==> src/sv/gated_loop_recorder_assert.svh <==
// Assertion macros for the gated loop recorder; empty when SYNTHESIS is defined.
`ifndef GATED_LOOP_RECORDER_ASSERT_SVH
`define GATED_LOOP_RECORDER_ASSERT_SVH

`ifndef SYNTHESIS
// Same-cycle implication, sampled on clk, off during rst.
`define GLR_ASSERT_IMP(name, ante, cons) \
  name: assert property (@(posedge clk) disable iff (rst) (ante) |-> (cons)) \
    else $error("gated_loop_recorder: assertion failed");
// Next-cycle implication, sampled on clk, off during rst.
`define GLR_ASSERT_NXT(name, ante, cons) \
  name: assert property (@(posedge clk) disable iff (rst) (ante) |=> (cons)) \
    else $error("gated_loop_recorder: assertion failed");
`else
`define GLR_ASSERT_IMP(name, ante, cons)
`define GLR_ASSERT_NXT(name, ante, cons)
`endif

`endif

==> src/sv/glr_pkg.sv <==
// Shared types and constants of the gated loop recorder.
package glr_pkg;

  // Field widths fixed by the interface
  localparam int REQ_W   = 3;
  localparam int LEVEL_W = 16;
  localparam int DATA_W  = 32;
  localparam int ADDR_W  = 3;

  // Default sizes
  localparam int STORE_DEPTH_DEF = 4096;
  localparam int SAMPLE_BITS_DEF = 16;

  // Queue depths (powers of two)
  localparam int MID_DEPTH = 4;
  localparam int OUT_DEPTH = 4;

  // Request codes
  localparam logic [REQ_W-1:0] REQ_TICK   = 3'd0;
  localparam logic [REQ_W-1:0] REQ_LINK   = 3'd1;
  localparam logic [REQ_W-1:0] REQ_ARM    = 3'd2;
  localparam logic [REQ_W-1:0] REQ_START  = 3'd3;
  localparam logic [REQ_W-1:0] REQ_STOP   = 3'd4;
  localparam logic [REQ_W-1:0] REQ_REWIND = 3'd5;

  // Register map (word index)
  localparam logic REG_THRESH = 1'b0;
  localparam logic [LEVEL_W-1:0] THRESH_RESET = 16'h8000;

  // Classified command from the front end
  typedef struct packed {
    logic [REQ_W-1:0] req;
    logic             link_low;
  } cmd_t;

  // Back end status seen by the top level
  typedef struct packed {
    logic mod_start;
    logic mod_wait;
  } bk_stat_t;

endpackage

==> src/sv/glr_front.sv <==
// Front end: threshold register on the APB port and request classification.
module glr_front (
  input  logic                        clk,
  input  logic                        rst,
  input  logic                        psel,
  input  logic                        penable,
  input  logic                        pwrite,
  input  logic [glr_pkg::ADDR_W-1:0]  paddr,
  input  logic [glr_pkg::DATA_W-1:0]  pwdata,
  output logic [glr_pkg::DATA_W-1:0]  prdata,
  output logic                        pready,
  input  logic [glr_pkg::REQ_W-1:0]   req_type,
  input  logic [glr_pkg::LEVEL_W-1:0] link_level,
  output glr_pkg::cmd_t               cmd
);

  logic [glr_pkg::LEVEL_W-1:0] link_threshold;
  logic                        sel_thresh;

  assign pready     = 1'b1;
  assign sel_thresh = (paddr[2] == glr_pkg::REG_THRESH);

  // threshold register
  always_ff @(posedge clk) begin
    if (rst) begin
      link_threshold <= glr_pkg::THRESH_RESET;
    end else if (psel && penable && pwrite && sel_thresh) begin
      link_threshold <= pwdata[glr_pkg::LEVEL_W-1:0];
    end
  end

  // read-back
  always_comb begin
    prdata = '0;
    if (sel_thresh) begin
      prdata = glr_pkg::DATA_W'(link_threshold);
    end
  end

  // classify: carry the request code and the gate decision
  always_comb begin
    cmd.req      = req_type;
    cmd.link_low = (link_level < link_threshold);
  end

endmodule

==> config.mk <==
export PLATFORM = sky130hd
export DESIGN_NAME = glr_front
export DESIGN_NICKNAME = d
export VERILOG_FILES = /design/src/sv/gated_loop_recorder_assert.svh /design/src/sv/glr_pkg.sv /design/src/sv/glr_front.sv
export SDC_FILE = /design/constraint.sdc
export NUM_CORES = 1
export LEC_CHECK = 0
export BUFFER_PORTS_ARGS = -buffer_cell sky130_fd_sc_hd__buf_2
export CELL_PAD_IN_SITES_DETAIL_PLACEMENT = 1
export CELL_PAD_IN_SITES_GLOBAL_PLACEMENT = 1
export CORE_ASPECT_RATIO = 0.5
export CORE_UTILIZATION = 26
export CTS_CLUSTER_DIAMETER = 120
export DETAILED_ROUTE_END_ITERATION = 8
export GPL_TIMING_DRIVEN = 1
export HOLD_SLACK_MARGIN = 0.05
export PLACE_DENSITY = 0.82
export SLEW_MARGIN = 20
export SYNTH_ARGS = -nofsm -noshare
export SYNTH_HDL_FRONTEND = slang
export SYNTH_SLANG_ARGS = --single-unit
==> constraint.sdc <==
create_clock -name clk -period 1.6 [get_ports clk]
set_input_delay 0.16 -clock clk [delete_from_list [all_inputs] [get_ports clk]]
set_output_delay 0.16 -clock clk [all_outputs]
set_load 0.1 [all_outputs]
# Yosys cells after proc, flatten, opt, wreduce, memory -nomap -nowiden
# Cells that the tools add are included.
# W data, S select, Z words.
# totals
out_inout_bits	37
elab_cells	7
register_bits	16
inputBits	59
# op_classes
n_reduce_logical	3
mux	1
magnitude_cmp	1
bitwise	1
# op_table
op	n
$lt A16 B16 Y1	1
$mux W16	1
$logic_and A1 B1 Y1	3
$not A1 Y1	1

# Depth between registers and ports, before layout
# logic_depth
ltp_word	3
mapped_depth	6
mapped_depth_nobuf	6

# Worst setup path before layout
# No wires, ideal clock.
# synth_timing
path_kind	reg2out
startpoint	register link_threshold[13] (netlist name)
endpoint	output cmd[0] (netlist name)
t_required_ns	1.440
stages_incl_launch_ff	7
t_arrival_ns	2.740
path_slack_ns	-1.300
path_buffers	0
cell_sequence	dfxtp_1 > inv_1 > ha_1 > a21o_1 > a21o_1 > a221o_1 > a21oi_1
# synth_lines
item	line	source
start, declared	glr_front.sv:17	logic [glr_pkg::LEVEL_W-1:0] link_threshold;
start signal, assigned	glr_front.sv:26	link_threshold <= glr_pkg::THRESH_RESET;
start signal, assigned	glr_front.sv:28	link_threshold <= pwdata[glr_pkg::LEVEL_W-1:0];
end, declared	glr_front.sv:14	output glr_pkg::cmd_t cmd

==> summary.txt <==
Yosys
  • Mean Syn Cell Area: ~7.6 um2
  • Post-Synth Adder-Cell Area: 0.152
  • Synthesized area: about 0.0012 mm2
  • Mux contribution to synthesized area: 0
  • Ys Warns: 0
  • Synth Area in XOR/XNOR: 0
  • Synth Register Bits: 16
  • Netlist cell types: 30
  • Main combinational cell family by area after synthesis: buffers and inverters
  • Simple logic cell fraction of the synthesized area: 0.199
  • Synthesized instance count: between 150 and 200
  • Sequential area share after synthesis: 0.259
  • Synth Area in Compound Gates: 0.165

Global routing
  • GR Util All Layers: 0.172
  • Vias in the first global route: about 1400
  • First-pass GRT wire length: ~6.6 mm
  • GRT Residual Overflow: 0
  • Pin count of the biggest net entering global routing: 18
  • Initial antenna violation count: 0

Clock network
  • Hold buffer count at CTS: 0
  • Clock Latency Late Sink: roughly 260 ps
  • CTS Sinks: 16
  • CTS tree: yes
  • Clock transition at the registers of the reported paths: approximately 70 ps
  • CTS buffer count: 3
  • H-tree depth: 1
  • Root buffer cell: clkbuf_8
  • Deepest clock path buffer count: 2

Die
  • Initial core utilization: 0.276
  • Std cell rows: 17
  • Die area: 0.00506 mm2
  • Die height: just over 50 um
  • Core area: approximately 0.0045 mm2
  • Die W: between 90 and 100 um
  • I/O Pins: 96

Route
  • DR iter-0 viols: 57
  • DRC errors left: 0
  • Routed len/inst: 14.7 um
  • Final WL: approximately 4.3 mm
  • DRT antenna net count: 0
  • Routed via count: between 1000 and 1500
  • Avg Vias per Cell: around 4.4
  • Drt pass-1 iters: 4

Critical path
  • Critical path's largest stage delay: around 340 ps
  • CP most frequent cell: a21o_1
  • CP bufs+invs: 2
  • CP arrival: ~1800 ps
  • Critical path capture point type: output port
  • Crit path kind: flop to output port
  • Cell family with most CP delay: compound AO/OA/AOI/OAI gates
  • Worst r2r path cells: 4
  • R2R Setup Slk: about 600 ps
  • Worst-path cell chain: inv_2 -> ha_4 -> a21o_1 -> a21o_1 -> a221o_1 -> a21oi_4 -> buf_12
  • Launch point of the worst path: link_threshold[13]
  • Max FO, Critical Path: 2
  • WP depth: 7
  • Worst path slowest cell: dfxtp_2
  • CP Data Required Time: between 1000 and 1500 ps
  • Worst setup SP type: flop
  • R2R Path Start: link_threshold[15]

Final layout
  • Fin cells: 295
  • Fin util: 0.408
  • Share of layout cells above drive strength 1: 0.537
  • Largest regs: link_threshold x16
  • Largest register FFs: 16
  • Area grow syn2layout: 47.8%
  • Commonest non-fill, non-tap cell in the layout: buf_2
  • Most frequent cells in the layout: 52 x buf_2, 30 x nand2_1, 21 x buf_4
  • Ant diodes: 0
  • Nets@finish: roughly 300
  • Top reg by flops: link_threshold

Worst hold path
  • Hold_sp: pwdata[15]
  • Worst Hold Depth: 2
  • Worst hold path class: input port to flop

Power
  • Worst IR Drop VDD: approximately 0.00026 V
  • Clock power frac: 0.293
  • NetSw: 0.000522 W
  • Int Pwr: 0.000757 W
  • PD cells: around 700 mW/mm2
  • Net Sw Frac: 0.408
  • Power, Total: between 0.001 and 0.0015 W
  • Sequential Power Share: 0.323
  • Leakage: about 0.82 nW
  • Comb pwr share: 0.384

STA
  • Slew Limit Fails: 0
  • Fin worst setup slack: -388 ps
  • Maximum clock rate: about 500 MHz
  • Hold Violations, Final: 0
  • Hold slack: ~130 ps
  • Minimum clock period: just under 2000 ps
  • RSZ-0062 raised after global routing: yes
  • Clock skew: 0 ps
  • Crit share post-route: 1.24
  • Final Setup Violations: 1

Placed design
  • Placed Cells incl. Taps: 290
  • Port-buffer cells: 54
  • Worst slack, placed: -372 ps
  • DP HPWL: slightly above 3 mm
  • Final GP Congestion: just over 0.8

Run
  • Max-cap violation count: 0

Status
  • Failing checks: setup timing
  • Outcome: complete, but fails checks
[power groups by stage]
stage	sequential, W	clock (W)	combinational (W)
final	0.000413	0.000375	0.000491
after global routing	0.000414	0.000393	0.000519
after CTS	0.000413	0.000379	0.000468
after detailed placement	0.000421	0	0.000451
after global placement	0.000420	0	0.000441
after floorplan	0.000419	0	0.000412
[metrics by stage]
stage | instance area (um2) | setup TNS [ps]
finish | 1830 | -388
global placement | 1640 | -284
detailed placement | 1640 | -372
CTS | 1750 | -411
floorplan | 1330 | -3330
global route | 1830 | -458
[worst paths after layout]
check / to
max: cmd[0]
min: link_threshold[15]
max reg2reg: link_threshold[15]
min reg2reg: link_threshold[4]
[cells in the mapped netlist]
master | n | area share
o21ai_0 | 2 | 0.0081
nor3_1 | 1 | 0.0040
o311ai_0 | 1 | 0.0071
a221o_1 | 1 | 0.0081
buf_12 | 1 | 0.016
nand4_1 | 2 | 0.010
a21o_1 | 3 | 0.018
ha_1 | 15 | 0.15
nand2b_1 | 1 | 0.0051
buf_1 | 1 | 0.0030
and3_1 | 1 | 0.0051
nand2_2 | 2 | 0.010
a211o_1 | 1 | 0.0071
a21oi_2 | 10 | 0.071
clkbuf_1 | 2 | 0.0061
conb_1 | 2 | 0.0061
nor2b_1 | 1 | 0.0051
and4b_1 | 1 | 0.0081
dfxtp_1 | 16 | 0.26
buf_2 | 1 | 0.0040
nand4b_1 | 1 | 0.0071
nand2_1 | 30 | 0.091
a2111oi_0 | 1 | 0.0071
inv_1 | 17 | 0.052
buf_4 | 20 | 0.12
nor2_2 | 1 | 0.0051
o21a_1 | 1 | 0.0061
buf_6 | 2 | 0.018
a21oi_1 | 8 | 0.032
nor2_1 | 16 | 0.048
[kinds of logic (layout without fill, tap and decap cells)]
family,count (synthesis),after routing
fa+ha+maj,15,15
other cells,2,17
flops,16,16
simple gates,57,57
buf+inv,44,96
compound gates,28,28
[routing by layer]
metal,global-route usage,share of wire,up-vias
met1,0.181,0.42,618
met2,0.328,0.50,47
met3,0.0348,0.046,15
met5,0,0,-
li1,-,-,616
met4,0.0956,0.034,0
[layout make-up]
cell class / instances / area, um2
fill: 545 / 2660
clock buffer: 4 / 55.1
sequential: 16 / 330
multi-input combinational: 117 / 853
timing repair buffer: 75 / 445
inverter: 17 / 63.8
tap: 66 / 82.6
[timing repair]
item / in CTS / in global routing
resized for setup: 14 / 14
buffers inserted: 1 / 1
pin swaps: 6 / 6
endpoints found under the setup margin: 1 / 2
gates cloned: 0 / 0
(Power assumes the default switching activity.)
