File: config.mk
export PLATFORM = sky130hd
export DESIGN_NAME = glr_fifo
export DESIGN_NICKNAME = d
export VERILOG_FILES = /design/src/sv/gated_loop_recorder_assert.svh /design/src/sv/glr_fifo.sv
export SDC_FILE = /design/constraint.sdc
export NUM_CORES = 1
export LEC_CHECK = 0
export BUFFER_PORTS_ARGS = -buffer_cell sky130_fd_sc_hd__buf_2
export CORE_MARGIN = 2
export CORE_UTILIZATION = 54
export CTS_CLUSTER_SIZE = 10
export DETAILED_ROUTE_END_ITERATION = 12
export HOLD_SLACK_MARGIN = 0.1
export PLACE_DENSITY = 0.84
export SKIP_LAST_GASP = 1
export SLEW_MARGIN = 20
export SYNTH_ARGS = -nofsm -noshare
export SYNTH_HDL_FRONTEND = slang
export SYNTH_SLANG_ARGS = --single-unit
File: constraint.sdc
create_clock -name clk -period 2.6 [get_ports clk]
set_input_delay 0.39 -clock clk [delete_from_list [all_inputs] [get_ports clk]]
set_output_delay 0.39 -clock clk [all_outputs]
set_load 0.05 [all_outputs]
File: src/sv/gated_loop_recorder_assert.svh
// Assertion macros for the gated loop recorder; empty when SYNTHESIS is defined.
`ifndef GATED_LOOP_RECORDER_ASSERT_SVH
`define GATED_LOOP_RECORDER_ASSERT_SVH

`ifndef SYNTHESIS
// Same-cycle implication, sampled on clk, off during rst.
`define GLR_ASSERT_IMP(name, ante, cons) \
  name: assert property (@(posedge clk) disable iff (rst) (ante) |-> (cons)) \
    else $error("gated_loop_recorder: assertion failed");
// Next-cycle implication, sampled on clk, off during rst.
`define GLR_ASSERT_NXT(name, ante, cons) \
  name: assert property (@(posedge clk) disable iff (rst) (ante) |=> (cons)) \
    else $error("gated_loop_recorder: assertion failed");
`else
`define GLR_ASSERT_IMP(name, ante, cons)
`define GLR_ASSERT_NXT(name, ante, cons)
`endif

`endif

File: src/sv/glr_fifo.sv
// Small flop-based FIFO used between front and back and on the result side.
module glr_fifo #(
  parameter int WIDTH = 8,
  parameter int DEPTH = 4
) (
  input  logic                       clk,
  input  logic                       rst,
  input  logic                       push,
  input  logic                       pop,
  input  logic [WIDTH-1:0]           wdata,
  output logic [WIDTH-1:0]           rdata,
  output logic                       full,
  output logic                       empty,
  output logic [$clog2(DEPTH+1)-1:0] count
);

  localparam int PTR_W = $clog2(DEPTH);
  localparam int CNT_W = $clog2(DEPTH+1);

  logic [WIDTH-1:0] mem [DEPTH];
  logic [PTR_W-1:0] wr_ptr;
  logic [PTR_W-1:0] rd_ptr;
  logic [CNT_W-1:0] fill;
  logic             do_push;
  logic             do_pop;

  assign full    = (fill == CNT_W'(DEPTH));
  assign empty   = (fill == '0);
  assign do_push = push && !full;
  assign do_pop  = pop && !empty;
  assign rdata   = mem[rd_ptr];
  assign count   = fill;

  // storage
  always_ff @(posedge clk) begin
    if (do_push) begin
      mem[wr_ptr] <= wdata;
    end
  end

  // pointers and fill level
  always_ff @(posedge clk) begin
    if (rst) begin
      wr_ptr <= '0;
      rd_ptr <= '0;
      fill   <= '0;
    end else begin
      if (do_push) begin
        wr_ptr <= wr_ptr + 1'b1;
      end
      if (do_pop) begin
        rd_ptr <= rd_ptr + 1'b1;
      end
      if (do_push && !do_pop) begin
        fill <= fill + 1'b1;
      end else if (do_pop && !do_push) begin
        fill <= fill - 1'b1;
      end
    end
  end

endmodule

**After elaboration in Yosys (flattened, before gate mapping)**

Memories as Yosys holds them, arrays and structs flattened. A register that Yosys moved wholly into a read port is not among the register bits.
Cells that the tools add are included.

- Muxes and demuxes: 6
- Equality and inequality tests: 1
- $add $sub $neg: 4
- Reductions and logical operators: 10

Operators by type and width:

| cell | count |
|---|---|
| 3-bit two-way mux | 2 |
| 2-bit by 1-bit adder with 2-bit output (second input constant) | 2 |
| 1-bit logical AND | 4 |
| 1-bit logical NOT | 4 |
| 2-bit two-way mux | 2 |
| 3-bit by 1-bit adder with 3-bit output (second input constant) | 1 |
| 3-bit equality test (second input constant) | 1 |
| 3-bit logical NOT | 1 |
| 3-bit by 1-bit subtractor with 3-bit output (second input constant) | 1 |
| 1-bit two-way mux | 2 |
| 2-bit nonzero test | 1 |

- Memories kept: 1
- Output and inout bits: 13
- Input port bits: 12
- Logic and storage cells: 25
- Bits in writable memories: 32
- Register bits: 7

Memory list:

| memory | words | width | read ports | clocked after memory_dff | write ports | RTL line | source |
|---|---|---|---|---|---|---|---|
| mem | 4 | 8 | 1 | 1 | 1 | glr_fifo.sv:20 | `logic [WIDTH-1:0] mem [DEPTH];` |

**Depth between registers and ports, before layout**

Gate-level depths: netlist (run 1).

- Word-level depth: 7
- Mapped depth: 8
- Depth with buffers taken out: 8

**Worst setup path before layout (run 1)**

No wires, ideal clock.

- Path type: reg2reg
- Start point: reg fill[2], in the netlist count[2]
- End point: reg fill[2], in the netlist count[2]
- Stages on the path, launching flop included: 9
- Arrival: 2.655 ns
- Buffers on the path: 0
- Slack: -0.125 ns
- Period minus slack after synthesis: 2.725 ns
- Data required time: 2.530 ns
- Library setup time: 0.070 ns
- Path through: dfxtp_1 nor3b_2 nor2_2 ha_1 inv_1 fa_1 xor2_1 or3_1 a21oi_1

- Longest elaborated chain between the ends: 6
- Elaborated cells on any way between the ends: 15
- Classes of those cells: add/sub (2); eq/ne (1); mux (2); reduce/logical (10)

RTL lines:

| item | RTL line | source |
|---|---|---|
| start: declaration | glr_fifo.sv:23 | `logic [CNT_W-1:0] fill;` |
| start signal: assignment | glr_fifo.sv:55 | `fill <= fill + 1'b1;` |
| start signal: assignment | glr_fifo.sv:57 | `fill <= fill - 1'b1;` |
| 3-bit equality test * | glr_fifo.sv:27 | `assign full = (fill == CNT_W'(DEPTH));` |
| via full | glr_fifo.sv:12 | `output logic full,` |
| 1-bit logical NOT * | glr_fifo.sv:29 | `assign do_push = push && !full;` |
| 1-bit logical AND * | glr_fifo.sv:29 |  |
| via do_push | glr_fifo.sv:24 | `logic do_push;` |
| 1-bit logical NOT | glr_fifo.sv:56 | `end else if (do_pop && !do_push) begin` |
| 1-bit logical AND | glr_fifo.sv:56 |  |
| 2-bit nonzero test (no source line) | n/a |  |

The timed path passes the listed nets; every way through them passes the cells marked *. The select of a mux whose other input is x is not followed.
A chain may end at the register's enable or synchronous reset.

==> results of run 1 <==
==> layout by cell type (no fill, tap or decap) <==
master / netlist / final
o31ai_2: 1 / 1
mux2i_1: 2 / 2
clkbuf_8: 0 / 1
or3_1: 2 / 2
mux4_2: 8 / 8
nand2b_1: 2 / 2
buf_2: 1 / 24
ha_1: 5 / 5
nor3b_4: 0 / 1
o21ai_0: 2 / 2
dfxtp_1: 9 / 9
xor2_1: 4 / 4
nor3_1: 1 / 1
clkinv_2: 0 / 1
inv_1: 4 / 4
nor2_2: 1 / 1
o311ai_1: 1 / 1
and2_1: 4 / 4
edfxtp_1: 32 / 32
clkbuf_4: 0 / 5
clkinv_4: 0 / 1
a21oi_1: 2 / 2
nor2_1: 5 / 5
fa_1: 1 / 1
==> worst max-delay path: stages (launching register included) <==
cell,delay (ns)
dfxtp_1,0.69
mux4_2,0.58
buf_2,0.23
==> metrics by stage <==
step	setup slack [ns]	cells	instance area, um^2
2_1_floorplan	0.0949	90	1630
3_3_place_gp	0.552	142	1770
3_5_place_dp	0.439	142	1770
4_1_cts	0.294	150	1840
5_1_grt	0.196	150	1840
6_report	0.364	150	1840
==> routing by layer <==
| metal | GRT usage, % | up-vias | part of all wire, % |
|---|---|---|---|
| li1 | - | 399 | - |
| met1 | 18.7 | 419 | 41 |
| met2 | 28.7 | 26 | 52 |
| met3 | 7.91 | 5 | 6.3 |
| met4 | 6.82 | 0 | 0.82 |
| met5 | 0 | - | 0 |
==> path summary, 6_finish.rpt <==
| check | from | to | slack [ns] | cells past startpoint |
|---|---|---|---|---|
| hold reg to reg | wr_ptr[1] | wr_ptr[1] | 0.53 | 2 |
| hold / removal | wdata[2] | mem[0][2] | 0.26 | 1 |
| setup / recovery | flip-flop | rdata[1] | 0.36 | 2 |
| setup reg to reg | count[0] | count[2] | 0.44 | 8 |
==> sequential cells by signal, summed over array words and instances (netlist names), named ones only <==
signal,count
mem,32
count,3
rd_ptr,2
wr_ptr,2
==> cells by family after synthesis <==
group / Yosys count
fa+ha+maj: 6
buf+inv: 7
simple gates: 16
flops: 41
compound gates: 6
mux: 10
xor+xnor: 4
==> cell type report <==
cell class / instances / area share [%]
clock inverter: 2 / 0.749
clock buffer: 6 / 2.79
tap: 31 / 2.11
multi-input combinational: 42 / 24.9
sequential: 41 / 62.1
timing repair buffer: 24 / 6.54
inverter: 4 / 0.817
==> power by group <==
| group | leakage [nW] | switching (W) | internal, W |
|---|---|---|---|
| clock network | 0.0382 | 0.000198 | 0.000132 |
| logic | 0.275 | 0.000471 | 0.000238 |
| registers | 0.367 | 0.000102 | 0.000798 |
| total | 0.681 | 0.000772 | 0.00117 |
==> run summary, run 1 <==
# diodes - 0
Largest net degree at the start of global routing - 14
Die extent in y - 58.8 um
Placer Congestion - 0.804
Synth area leaders - edfxtp_1 59%, dfxtp_1 11%, mux4_2 11%, ha_1 3.9%, xor2_1 2.2%
Cts hold-fix bufs - 0
# Post-CTS Setup Buffers - 0
Ys Warns - 0
Max-slew violation count - 0
Biggest area consumer among synthesized cells - edfxtp_1
Crit. End Element - output pin
Fillers - 203
Hold Crit Class - in2reg
Clock buffer depth - 2
Cts repair resizes - 0
CP Max Fanout - 8
Vias - 849
Post-synth top cells - 32 x edfxtp_1, 9 x dfxtp_1, 8 x mux4_2
Clock Skews - 0.0108 ns
Cells after synthesis - 90
Share of cells above drive strength 1 - 36.1%
Die Wd - 58.8 um
Clk_lat worst skew - 0.34 ns
GRT overflow - 0
Wire length per cell - 17.1 um
Rel. slew slack - 63.2%
CP Data Required Time - 2.21 ns
Starting density of the core - 57.8%
Die Footprint - 3450 um^2
Top cell type's share of synthesized area - 59.3%
Routed vias/inst - 5.66
Multi-input gate area - 458 um^2
Simple-gate portion of the synthesized area - 5.71%
Status - finished, violations left
Endpoints failing hold - 0
Drt total wl - 2570 um
Setup TNS - 0 ns
Adder-Cell Fraction of Synth Area - 5.10%
Number of global-route vias before repair - 842
CTS tree - yes
DRT Pass-1 Iters - 10
Hpwl dp - 1850 um
Clk root buf - clkbuf_4
Synth Register Bits - 41
Number of remaining DRC errors - 2
Util after Layout - 65.5%
Nets@finish - 136
RSZ-0062 raised after global routing - no
Sink Count - 41
Failing checks - DRC
Row count - 19
Worst slew pin tran - 0.551 ns
Multiplexer share of the synthesized area - 12.4%
Final hold slack - 0.255 ns
Period utilisation layout - 86.0%
Post-Syn Area - 1620 um^2
Final ANT Viol Nets - 0
Setup CP Type - reg2out
Initial DRC Count - 30
Unique masters post-synth - 21
P&R area growth vs syn - 13.4%
Seq/Total Area, Yosys - 70.4%
Startpoint types - flip-flop
Xor and xnor fraction of the mapped netlist area - 2.16%
Synth Area in Compound Gates - 2.55%
Io pins - 25
Core box area - 2810 um^2
Most frequent cell after synthesis - edfxtp_1
Final setup violation count - 0
Cell Pwr Density - 1060 nW/um^2
Total CTS buffers - 5
Leakage - 0.681 nW
Initial antenna violation count - 0
Avg Cell Area, Syn - 18.0 um^2
Crit path DAT - 1.85 ns
Clock Pin Slew Worst Setup and Hold Paths - 0.12 ns
FF+latch area - 1140 um^2
Async S/R FF share, synth - 0%
Power, Total - 0.00194 W
Max-cap check violation count - 0
Port Buffers - 24
FMAX - 447 MHz
EDFF count, synth - 32
VDD IR max - 0.708 mV
H-tree lvl count - 2
Synth Net Count - 108
First-pass GRT wire length - 3980 um
Largest family of logic cells by synthesized area - multiplexers
Post-route minimum period - 2.24 ns
Top_reg_cell synth - edfxtp_1
Tot GR Track Use - 17.1%
Note: power is estimated with default switching activity, not from simulation.
==> run 2: changes to the inputs <==
--- a/config.mk
+++ b/config.mk
@@ -7,11 +7,12 @@
 export LEC_CHECK = 0
 export BUFFER_PORTS_ARGS = -buffer_cell sky130_fd_sc_hd__buf_2
 export CORE_MARGIN = 2
-export CORE_UTILIZATION = 54
+export CORE_UTILIZATION = 58
+export CTS_BUF_LIST = sky130_fd_sc_hd__clkbuf_8
 export CTS_CLUSTER_SIZE = 10
 export DETAILED_ROUTE_END_ITERATION = 12
 export HOLD_SLACK_MARGIN = 0.1
-export PLACE_DENSITY = 0.84
+export PLACE_DENSITY = 0.89
 export SKIP_LAST_GASP = 1
 export SLEW_MARGIN = 20
 export SYNTH_ARGS = -nofsm -noshare
==> run 2 against run 1 <==
  * The flow now finishes without violations
  * Setup slack improved by 0.052 ns
  * Non-clock buffer count unchanged
  * Final area is 3.7% higher
  * Routed wire length increased by 1.5%
  * Sequential power about the same
  * Power rose by 14%
==> run summary, run 2 (synthesized netlist as in run 1, its figures left out) <==
Port Buffers - 24
Routed vias/inst - 5.51
VDD IR max - 1.03 mV
P&R area growth vs syn - 17.7%
Clock Pin Slew Worst Setup and Hold Paths - 0.08 ns
Die extent in y - 56.9 um
Hold Crit Class - in2reg
Initial DRC Count - 34
Max-cap check violation count - 0
Row count - 19
Core box area - 2710 um^2
Clock Skews - 0.00529 ns
Crit path DAT - 2.41 ns
Global route hottest layer - met2
Post-route minimum period - 2.18 ns
Worst slew pin tran - 0.530 ns
Total CTS buffers - 5
Setup CP Type - reg2reg
First-pass GRT wire length - 4120 um
Sink Count - 41
Hpwl dp - 1830 um
FMAX - 458 MHz
Max FFs per register - 32
Tot GR Track Use - 18.9%
Cell Pwr Density - 1160 nW/um^2
Met1 GRT Util - 19.1%
Period utilisation layout - 84.0%
Commonest non-fill, non-tap cell in the layout - edfxtp_1
Clk root buf - clkbuf_8
Met3 usage - 6.91%
GRT overflow - 0
Die Wd - 56.9 um
Critical Path Max Stage Delay - 0.55 ns
Starting density of the core - 59.8%
Max-slew violation count - 0
Setup TNS - 0 ns
Top reg by flops - mem
Cts hold-fix bufs - 0
Final ANT Viol Nets - 0
# Post-CTS Setup Buffers - 0
Final setup violation count - 0
Drt total wl - 2610 um
Vias - 826
CP Max Fanout - 7
Largest net degree at the start of global routing - 14
Routing usage on met2 - 32.4%
Cell Chain, Critical Path - nor3b_4, nor2_2, ha_1, inv_1, fa_1, xor2_1, or3_1, a21oi_1
Number of global-route vias before repair - 880
Fillers - 178
Die Footprint - 3230 um^2
Slowest CP cell - dfxtp_1
Initial antenna violation count - 0
Number of remaining DRC errors - 0
Final WS setup - 0.417 ns
Most frequent cells in the layout - 32 x edfxtp_1, 24 x buf_2, 9 x dfxtp_1, 8 x mux4_2
CP Data Required Time - 2.83 ns
Clk_lat worst skew - 0.29 ns
Wire length per cell - 17.4 um
CTS tree - yes
Crit. End Element - flip-flop
Endpoints failing hold - 0
Io pins - 25
Startpoint types - flip-flop
# diodes - 0
Share of cells above drive strength 1 - 36.1%
Status - completed
Rel. slew slack - 64.6%
Nets@finish - 136
DRT Pass-1 Iters - 4
Clock buffer depth - 2
Placer Congestion - 0.826
H-tree lvl count - 2
Cts repair resizes - 0
DP Worst Slack - 0.436 ns
RSZ-0062 raised after global routing - no
Leakage - 0.711 nW
[run 2: cell count changes in the layout (fill, tap and decap cells not counted), sizes merged]
cell,before,now
clkbuf,6,5
bufinv,0,2
clkinv,2,1
[run 2: layout make-up]
class                   count  area [um^2]  area share, %
clock buffers               5         68.8           3.61
clock inverters             3         65.1           3.41
inverters                   4         15.0          0.787
multi-input cells          42          458           24.0
flip-flops and latches     41         1140           59.8
well taps                  31         38.8           2.03
repair buffers             24          120           6.30
[run 2: worst paths after layout]
check                  from         to  slack (ns)  depth (start not counted)
setup reg to reg   count[0]   count[2]        0.42                          8
setup / recovery   count[0]   count[2]        0.42                          8
hold / removal     wdata[1]  mem[3][1]        0.32                          1
hold reg to reg   rd_ptr[1]  rd_ptr[1]        0.53                          2
[run 2: power by group]
group / leakage, nW / internal, W / switching [W]
combinational: 0.275 / 0.000238 / 0.000479
sequential: 0.367 / 0.000799 / 0.000103
clock: 0.0681 / 0.000381 / 0.000212
[run 2: critical path, delay by kind of cell, from the launching register on]
family / cells / cell delay [ns]
AOI/OAI and AO/OA: 1 / 0.14
xor gates and xnor gates: 1 / 0.17
adders and majority gates: 2 / 0.60
buffers and inverters: 1 / 0.06
DFF: 1 / 0.55
and+or+nand+nor: 3 / 0.60
[run 2: metrics by stage]
stage	hold slack, ns	power (W)	util [%]	std cells	cell area (um^2)
global route	0.312	0.00230	70.4	150	1910
CTS	0.304	0.00223	70.4	150	1910
floorplan	0.482	0.00148	-	90	1630
detailed placement	0.518	0.00164	65.4	142	1770
finish	0.315	0.00221	70.4	150	1910
global placement	0.493	0.00161	65.4	142	1770
[run 2: layer usage]
layer / wire length (um) / share of wire (%)
met5: 0 / 0
met1: 964 / 37
met2: 1430 / 55
met3: 151 / 5.8
met4: 59 / 2.3
==> run 3: changes to the inputs <==
--- a/config.mk
+++ b/config.mk
@@ -7,12 +7,12 @@
 export LEC_CHECK = 0
 export BUFFER_PORTS_ARGS = -buffer_cell sky130_fd_sc_hd__buf_2
 export CORE_MARGIN = 2
-export CORE_UTILIZATION = 58
+export CORE_UTILIZATION = 52
 export CTS_BUF_LIST = sky130_fd_sc_hd__clkbuf_8
 export CTS_CLUSTER_SIZE = 10
 export DETAILED_ROUTE_END_ITERATION = 12
 export HOLD_SLACK_MARGIN = 0.1
-export PLACE_DENSITY = 0.89
+export PLACE_DENSITY = 0.85
 export SKIP_LAST_GASP = 1
 export SLEW_MARGIN = 20
 export SYNTH_ARGS = -nofsm -noshare
==> constraint.sdc (replaced) <==
create_clock -name clk -period 1.8 [get_ports clk]
set_input_delay 0.27 -clock clk [delete_from_list [all_inputs] [get_ports clk]]
set_output_delay 0.27 -clock clk [all_outputs]
set_load 0.05 [all_outputs]
==> run 3 against run 2 <==
  * The flow now finishes with violations (setup timing)
  * Die area grew 11%
  * Worst hold slack lost 0.12 ns
  * Power grew 43%
  * Maximum frequency grew 16%
  * Core utilization shrank 3.2 points
  * Combinational power grew 87%
  * Count of clock-buffer cells in the layout is the same
  * Sequential cell count is the same
  * Largest cell class unchanged
  * Largest power group is now combinational cells
==> run summary, run 3 (synthesized netlist as in run 1, its figures left out) <==
Status - finished, violations left
Failing checks - setup timing
Hold Crit Class - in2reg
Port Buffers - 24
Die Wd - 59.8 um
Worst path bufs/invs - 1
Initial antenna violation count - 0
Cts hold-fix bufs - 0
Row count - 20
RSZ-0062 raised after global routing - yes
# Post-CTS Setup Buffers - 0
Post-route minimum period - 1.88 ns
CTS tree - yes
Top reg by flops - mem
Wire length per cell - 16.2 um
Clock Pin Slew Worst Setup and Hold Paths - 0.08 ns
Max-cap check violation count - 0
Sink Count - 41
Drt total wl - 2610 um
Clk root buf - clkbuf_8
Period utilisation layout - 104%
First-pass GRT wire length - 4220 um
CP Max Fanout - 2
Placer Congestion - 0.732
Rel. slew slack - 71.2%
Power, Total - 0.00317 W
# diodes - 0
Nets@finish - 145
VDD IR max - 0.948 mV
Commonest non-fill, non-tap cell in the layout - edfxtp_1
Pint - 0.00198 W
Number of global-route vias before repair - 914
Clk_lat worst skew - 0.29 ns
Sw Share - 37.8%
Initial DRC Count - 27
P&R area growth vs syn - 24.5%
Reg power frac - 39.5%
Share of cells above drive strength 1 - 46.1%
Final ANT Viol Nets - 0
Final WS setup - -0.0751 ns
Vias - 865
Hpwl dp - 1790 um
CP Data Required Time - 2.02 ns
Io pins - 25
Design area - 2020 um^2
DRT Pass-1 Iters - 4
Clock Power Share - 18.2%
Slowest CP cell - dfxtp_4
Critical Path Max Stage Delay - 0.36 ns
Max-slew violation count - 0
Die Footprint - 3580 um^2
Routed vias/inst - 5.37
Final setup violation count - 1
Cell Pwr Density - 1570 nW/um^2
Largest net degree at the start of global routing - 14
Leakage - 0.750 nW
Net load switching power - 0.00120 W
Die extent in y - 59.8 um
Starting density of the core - 54.0%
Worst slew pin tran - 0.431 ns
FMAX - 533 MHz
Number of remaining DRC errors - 0
Max FFs per register - 32
Crit path DAT - 2.09 ns
Clock Skews - 0.00352 ns
Fillers - 204
Clock buffer depth - 2
Core box area - 3000 um^2
GRT overflow - 0
Startpoint types - flip-flop
Cell Chain, Critical Path - o31ai_4, ha_4, inv_2, fa_2, xor2_1, or3_1, a21oi_1
Tot GR Track Use - 16.9%
Crit-path leading delay family - adder cells
Logic pwr share - 42.3%
Total CTS buffers - 5
Most frequent cells in the layout - 32 x edfxtp_1, 19 x buf_2, 8 x mux4_2, 7 x buf_4
H-tree lvl count - 2
Endpoints failing hold - 0
Setup CP Type - reg2reg
Crit. End Element - flip-flop
DP Area - 1870 um^2
[run 3: final cells by class]
cell class / count / area (um^2) / area share, %
Tap cell: 33 / 41.3 / 2.05
Inverter: 4 / 15.0 / 0.744
Sequential cell: 41 / 1150 / 57.2
Clock buffer: 5 / 68.8 / 3.41
Multi-Input combinational cell: 42 / 487 / 24.1
Clock inverter: 3 / 17.5 / 0.868
Timing Repair Buffer: 33 / 234 / 11.6
[run 3: routing by layer]
metal / up-vias / track usage [%] / share of wire [%]
met5: - / 0 / 0
met4: 0 / 6.67 / 1.1
met2: 19 / 29.3 / 53
met3: 4 / 4.76 / 3.8
li1: 413 / - / -
met1: 429 / 19.5 / 42
[run 3: path summary, 6_finish.rpt]
check,to,from,depth (start not counted),slack [ns]
min reg2reg,wr_ptr[1],wr_ptr[1],2,0.52
max,count[2],count[1],7,-0.08
min,mem[3][2],wdata[2],1,0.20
max reg2reg,count[2],count[1],7,-0.08
[run 3: worst reg2reg max path, cell delays in order (launching register included)]
cell and delay, ns:
dfxtp_4 0.36, o31ai_4 0.30, ha_4 0.18, inv_2 0.04, fa_2 0.32, xor2_1 0.15
or3_1 0.31, a21oi_1 0.13
[run 3: per-stage QoR]
| stage | hold slack, ns | setup TNS [ns] | setup WS (ns) | instances | util (%) |
|---|---|---|---|---|---|
| after global placement | 0.482 | -0.0687 | -0.0687 | 153 | 62.3 |
| after global routing | 0.190 | -0.184 | -0.142 | 161 | 67.2 |
| after floorplan | 0.369 | -0.649 | -0.341 | 90 | - |
| final | 0.195 | -0.0751 | -0.0751 | 161 | 67.2 |
| after CTS | 0.187 | -0.0961 | -0.0961 | 161 | 66.0 |
| after detailed placement | 0.491 | -0.143 | -0.143 | 153 | 62.3 |
[run 3: power by group through the flow]
stage               registers, W  logic [W]  clock network, W
floorplan                0.00134   0.000840                 0
global placement         0.00125    0.00121                 0
detailed placement       0.00126    0.00124                 0
CTS                      0.00125    0.00128          0.000585
global route             0.00127    0.00143          0.000616
finish                   0.00125    0.00134          0.000577
[run 3: repair_timing]
action	4_1_cts	5_1_grt
pin swaps	3	5
resized for setup	6	14
cloned	0	0
endpoints found under the setup margin	9	10
